## config.mk

```make
export PLATFORM = sky130hd
export DESIGN_NAME = rbi_div
export DESIGN_NICKNAME = d
export VERILOG_FILES = /design/src/design/rbi_pkg.sv /design/src/design/rbi_div.sv
export SDC_FILE = /design/constraint.sdc
export NUM_CORES = 2
export LEC_CHECK = 0
export BUFFER_PORTS_ARGS = -buffer_cell sky130_fd_sc_hd__buf_2
export CORE_UTILIZATION = 45
export CTS_CLUSTER_DIAMETER = 120
export DETAILED_ROUTE_END_ITERATION = 10
export GPL_ROUTABILITY_DRIVEN = 0
export PLACE_DENSITY = 0.72
export SLEW_MARGIN = 15
export SYNTH_ARGS = -nofsm -noshare
export SYNTH_HDL_FRONTEND = slang
export SYNTH_SLANG_ARGS = --single-unit
```

## constraint.sdc

```tcl
create_clock -name i_clk -period 13.3 [get_ports i_clk]
set_clock_uncertainty 0.05 [all_clocks]
set_input_delay 1.33 -clock i_clk [delete_from_list [all_inputs] [get_ports i_clk]]
set_output_delay 1.33 -clock i_clk [all_outputs]
set_load 0.01 [all_outputs]
```

## src/design/rbi_pkg.sv

```systemverilog
`timescale 1ns / 1ps
// ----------------------------------------------------------------------------
// Ray/box intersection package
// Widths, pipeline depths and item types shared by the intersection pipeline.
// ----------------------------------------------------------------------------
package rbi_pkg;

    localparam int FRAC_BITS  = 16;
    localparam int W          = 32;
    localparam int NUM_W      = W + 1 + FRAC_BITS;
    localparam int Q_BITS     = 32;
    localparam int DIV_STEP   = 4;
    localparam int DIV_STAGES = Q_BITS / DIV_STEP;
    localparam int DIV_LAT    = DIV_STAGES + 1;
    localparam int REM_W      = W + 1;
    localparam int T_W        = 31;
    localparam int CMP_W      = W + T_W + 1;
    localparam int PROD_W     = 2 * W;

    localparam logic [T_W-1:0] T_MAX = {T_W{1'b1}};

    typedef logic signed [W-1:0] t_fx;

    typedef struct packed {
        t_fx [2:0] o;
        t_fx [2:0] d;
        t_fx [2:0] lo;
        t_fx [2:0] hi;
    } t_ray;

    typedef struct packed {
        t_ray       ray;
        logic       in_box;
        logic [2:0] act;
    } t_side;

endpackage

```

## src/design/rbi_div.sv

```systemverilog
`timescale 1ns / 1ps
// ----------------------------------------------------------------------------
// Pipelined saturating divider
// Restoring division, four quotient bits per stage; quotients above the
// 31-bit range come out as the maximum value.
// ----------------------------------------------------------------------------
module rbi_div (
    input  logic                         i_clk,
    input  logic                         i_en,
    input  logic [rbi_pkg::NUM_W-1:0]    i_num,
    input  logic [rbi_pkg::W-1:0]        i_den,
    output logic [rbi_pkg::T_W-1:0]      o_quot
);

    logic                         r_sat [rbi_pkg::DIV_LAT];
    logic [rbi_pkg::W-1:0]        r_den [rbi_pkg::DIV_LAT];
    logic [rbi_pkg::REM_W-1:0]    r_rem [rbi_pkg::DIV_LAT];
    logic [rbi_pkg::Q_BITS-1:0]   r_low [rbi_pkg::DIV_LAT];

    always_ff @(posedge i_clk) begin
        if (i_en) begin
            r_sat[0] <= {{(rbi_pkg::CMP_W - rbi_pkg::NUM_W){1'b0}}, i_num}
                        >= {1'b0, i_den, {rbi_pkg::T_W{1'b0}}};
            r_rem[0] <= rbi_pkg::REM_W'(i_num >> rbi_pkg::Q_BITS);
            r_low[0] <= i_num[rbi_pkg::Q_BITS-1:0];
            r_den[0] <= i_den;
        end
    end

    for (genvar k = 1; k < rbi_pkg::DIV_LAT; k++) begin : g_stage
        logic [rbi_pkg::REM_W-1:0]  n_rem;
        logic [rbi_pkg::Q_BITS-1:0] n_low;

        always_comb begin
            n_rem = r_rem[k-1];
            n_low = r_low[k-1];
            for (int i = 0; i < rbi_pkg::DIV_STEP; i++) begin
                n_rem = {n_rem[rbi_pkg::REM_W-2:0], n_low[rbi_pkg::Q_BITS-1]};
                n_low = {n_low[rbi_pkg::Q_BITS-2:0], 1'b0};
                if (n_rem >= {1'b0, r_den[k-1]}) begin
                    n_rem    = n_rem - {1'b0, r_den[k-1]};
                    n_low[0] = 1'b1;
                end
            end
        end

        always_ff @(posedge i_clk) begin
            if (i_en) begin
                r_sat[k] <= r_sat[k-1];
                r_den[k] <= r_den[k-1];
                r_rem[k] <= n_rem;
                r_low[k] <= n_low;
            end
        end
    end

    assign o_quot = r_sat[rbi_pkg::DIV_LAT-1] ? rbi_pkg::T_MAX
                  : r_low[rbi_pkg::DIV_LAT-1][rbi_pkg::T_W-1:0];

endmodule

```

==> tab_implementation.tex <==
\begin{tabular}{lr}
\hline
Metric & Value \\
\hline
\multicolumn{2}{l}{\textbf{Setup path}} \\
Worst setup SP type & flop \\
Origin of the critical flop-to-flop path & r\_den[0][130]\$\_DFFE\_PP\_ \\
Startpoint of the most critical setup path & r\_den[0][130]\$\_DFFE\_PP\_ \\
Critical path required time & roughly 14 ns \\
Most prevalent standard cell on the critical path & a21oi\_1 \\
CP max stage delay & roughly 0.45 ns \\
Worst setup path category & flop to flop \\
Critical Path Fanout Max & 18 \\
Worst-path cell with the longest stage delay & a311oi\_1 \\
Critical Path Sink Type & flop \\
Critical Path AT & 13.27 ns \\
\multicolumn{2}{l}{\textbf{Synthesis}} \\
Net count after synthesis & 10300 \\
Mean area per synthesized cell & 9.04 µm² \\
Count of flip-flops with a built-in enable after synthesis & 786 \\
Commonest cells in the netlist & 1028 x ha\_1, 902 x a21oi\_1, 786 x edfxtp\_1, 606 x inv\_1, 606 x nor2\_1 \\
Total of flip-flops plus latches after synthesis & 786 \\
Post-synthesis mux area share & 0.0762 \\
Post-synthesis instance area & about 82000 µm² \\
Synthesis Warnings & 0 \\
Leading cell types by total area after synthesis & edfxtp\_1 29\%, ha\_1 16\%, mux2\_2 6.7\%, xnor2\_1 5.9\%, a21oi\_1 5.5\% \\
Syn Inst Count & 9119 \\
Top-count cell post-synth & ha\_1 \\
Distinct cells, synth & 87 \\
Proportion of netlist area held by the largest area contributor & 0.286 \\
Simple-gate area share of the yosys netlist & 0.133 \\
Combinational family with the most area after synthesis & compound AO/OA/AOI/OAI gates \\
Share of synthesized cell area in full adder, half adder and majority cells & 0.164 \\
Compound-gate portion of the synthesized area & 0.219 \\
Parity-gate share of the synthesized area counting xor and xnor cells & 0.0850 \\
Most common flop cell mapped by yosys & edfxtp\_1 \\
Seq/Total Area, Yosys & 0.286 \\
Cell type with the largest total area after synthesis & edfxtp\_1 \\
Async S/R FF share, synth & 0 \\
\multicolumn{2}{l}{\textbf{Place}} \\
Count of input and output buffers & 113 \\
Post-DP HPWL & 198000 µm \\
Standard cell area after detailed placement & 88400 µm² \\
\multicolumn{2}{l}{\textbf{Routing}} \\
Highest signal layer in the routed design & met5 \\
Overall routed net length & 249000 µm \\
Vias & approximately 73000 \\
Per-cell routed wire length & 20.8 µm \\
Number of DRC markers after the initial detailed-route iteration & 7074 \\
Metal2 WL & 113000 µm \\
Number of search-and-repair iterations in the first detailed-routing pass & 6 \\
Vias per Instance & 6.12 \\
Remaining antenna violation count & 0 \\
DRC violations left & 0 \\
Met3 wire length & about 20000 µm \\
Met1 WL & 105000 µm \\
\multicolumn{2}{l}{\textbf{Layout}} \\
Final design instance area without fill & 92500 µm² \\
Final cell utilization of the core & 0.510 \\
Post-layout nets & 10700 \\
Fillers & 16300 \\
Share of layout cells above drive strength 1 & 0.145 \\
Area growth from synthesis to layout & 12.2\% \\
\multicolumn{2}{l}{\textbf{Global route}} \\
Number of global-route vias before repair & between 60000 and 70000 \\
Number of antenna violations at the first check in global routing & 8 \\
First-pass GRT wire length & 378000 µm \\
Largest net degree at the start of global routing & $\sim$170 \\
Combined global-route utilization of all metal layers & 0.256 \\
Total overflow reported by the global router & 0 \\
\multicolumn{2}{l}{\textbf{Floorplan}} \\
Chip Height & 430 µm \\
Site Rows & 156 \\
Die outline width & between 400 and 500 µm \\
Initial standard-cell utilization of the core & 0.455 \\
I/O pins & 114 \\
Die area & 185000 µm² \\
Core Area & 181000 µm² \\
\multicolumn{2}{l}{\textbf{STA}} \\
Slew Limit Headroom & 0.200 \\
Actual transition at the worst max-transition pin & 1.20 ns \\
Setup-failing EPs final & 0 \\
Post-layout min period & around 13 ns \\
Fmax & 78.0 MHz \\
Period utilization & 0.965 \\
Final-report max-slew violation count & 0 \\
Final Hold Vio Count & 0 \\
\multicolumn{2}{l}{\textbf{Clock tree}} \\
Clk slew on worst S/H paths & about 0.060 ns \\
CTS H-tree lvls & 3 \\
Cts bufs inserted & 94 \\
Clk Tree Root Cell & clkbuf\_16 \\
Bufs on Longest Clock Path & 3 \\
Clock tree from TritonCTS & yes \\
Insertion delay of the later-clocked pin in the worst-skew pair & 0.76 ns \\
CTS Sinks & $\sim$790 \\
Number of hold-repair buffers added at the cts stage & 0 \\
\multicolumn{2}{l}{\textbf{Outcome}} \\
Result of the run & finished clean \\
\multicolumn{2}{l}{\textbf{Flow run}} \\
Count of max-cap constraint violations & 0 \\
\multicolumn{2}{l}{\textbf{Worst hold path}} \\
Worst hold path startpoint & r\_low[3][56]\$\_DFFE\_PP\_ \\
Hold WC Path Type & flop to flop \\
\hline
\end{tabular}
per-layer routing:
layer / up-vias / GRT usage
met5: - / 0
met4: 2 / 0.116
met3: 533 / 0.0372
met2: 2958 / 0.414
met1: 35000 / 0.337
li1: 35000 / -
what timing repair did:
action,4_1_cts,5_1_grt
cloned,0,10
resized for setup,5,180
endpoints found under the setup margin,61,232
pin swaps,1,36
endpoints found under the hold margin,0,0
buffers inserted,1,27
cell type report:
type / count / area, µm² / share of cell area
tap: 2370 / 2970 / 0.0320
timing repair buffer: 527 / 4000 / 0.0432
sequential: 786 / 23600 / 0.255
clock buffer: 104 / 2390 / 0.0258
multi-input combinational: 7536 / 56500 / 0.611
antenna: 5 / 12.5 / 0.000135
clock inverter: 67 / 734 / 0.00794
inverter: 616 / 2320 / 0.0251
logic make-up (layout without fill, tap and decap cells):
| family | count (synthesis) | after routing |
|---|---|---|
| AO/OA/AOI/OAI | 2855 | 2856 |
| XOR/XNOR | 800 | 800 |
| adder cells (fa/ha/maj) | 1059 | 1059 |
| buffers and inverters | 800 | 1314 |
| flip-flops | 786 | 786 |
| multiplexers | 565 | 565 |
| other | 0 | 5 |
| AND/OR/NAND/NOR | 2254 | 2256 |
state kept, by name, indices dropped and copies added, names as in the netlist:
register,flops
r_low,280
r_sat,9
r_rem,241
r_den,256
placed cells by master, fill, tap and decap left out, types with 33 or more instances in the layout:
master     Yosys  routed
nand3_1      175     173
a31oi_1       75      71
nor3_1       135     133
a21boi_0      40      33
nor4_1        42      36
buf_4          0     384
o31ai_1       64      53
a211oi_1      72      62
and2_1        39      36
nor2_1       606     601
o21bai_1     120     120
xnor2_1      559     559
o21a_1       172     172
ha_1        1028    1021
inv_1        606     597
or3_1         52      52
and3_1        80      79
mux2_2       487     487
a21o_1       427     427
nand4_1      152     152
or2_2         63      63
o211ai_1      42      42
a21oi_1      902     886
o21ai_0      605     573
nand2b_1     133     132
nor2b_1      140     140
mux2i_1       64      63
xor2_1       241     241
edfxtp_1     786     786
clkbuf_16      0      98
nand2_1      558     558
buf_2         30     113
worst paths after layout:
check | endpoint | slack (ns) | depth (start not counted)
max | r_rem[0][195]$_DFFE_PP_ | 0.47 | 55
min | r_low[4][28]$_DFFE_PP_ | 0.35 | 0
max reg2reg | r_rem[0][195]$_DFFE_PP_ | 0.47 | 55
min reg2reg | r_low[4][28]$_DFFE_PP_ | 0.35 | 0
through the flow:
step                setup WS, ns  std cells  setup TNS, ns  hold slack [ns]
floorplan                 0.0125       9119              0            0.350
global placement          0.0856      11800              0            0.351
detailed placement      -0.00213      11800       -0.00213            0.355
CTS                       0.0262      12000              0            0.347
global route             -0.0868      12000          -3.11            0.360
finish                     0.472      12000              0            0.352
worst max-delay path: cells and delay by family, from the launching register on:
| family | cells | cell delay [ns] |
|---|---|---|
| flip-flops | 1 | 0.37 |
| adder cells (fa/ha/maj) | 4 | 1.48 |
| XOR/XNOR | 1 | 0.16 |
| multiplexers | 2 | 0.70 |
| buffers and inverters | 8 | 1.15 |
| AO/OA/AOI/OAI | 34 | 7.67 |
| AND/OR/NAND/NOR | 6 | 0.93 |
Power is not shown: default switching activity piles up to over one toggle a cycle in this logic, so the estimate is an artifact.
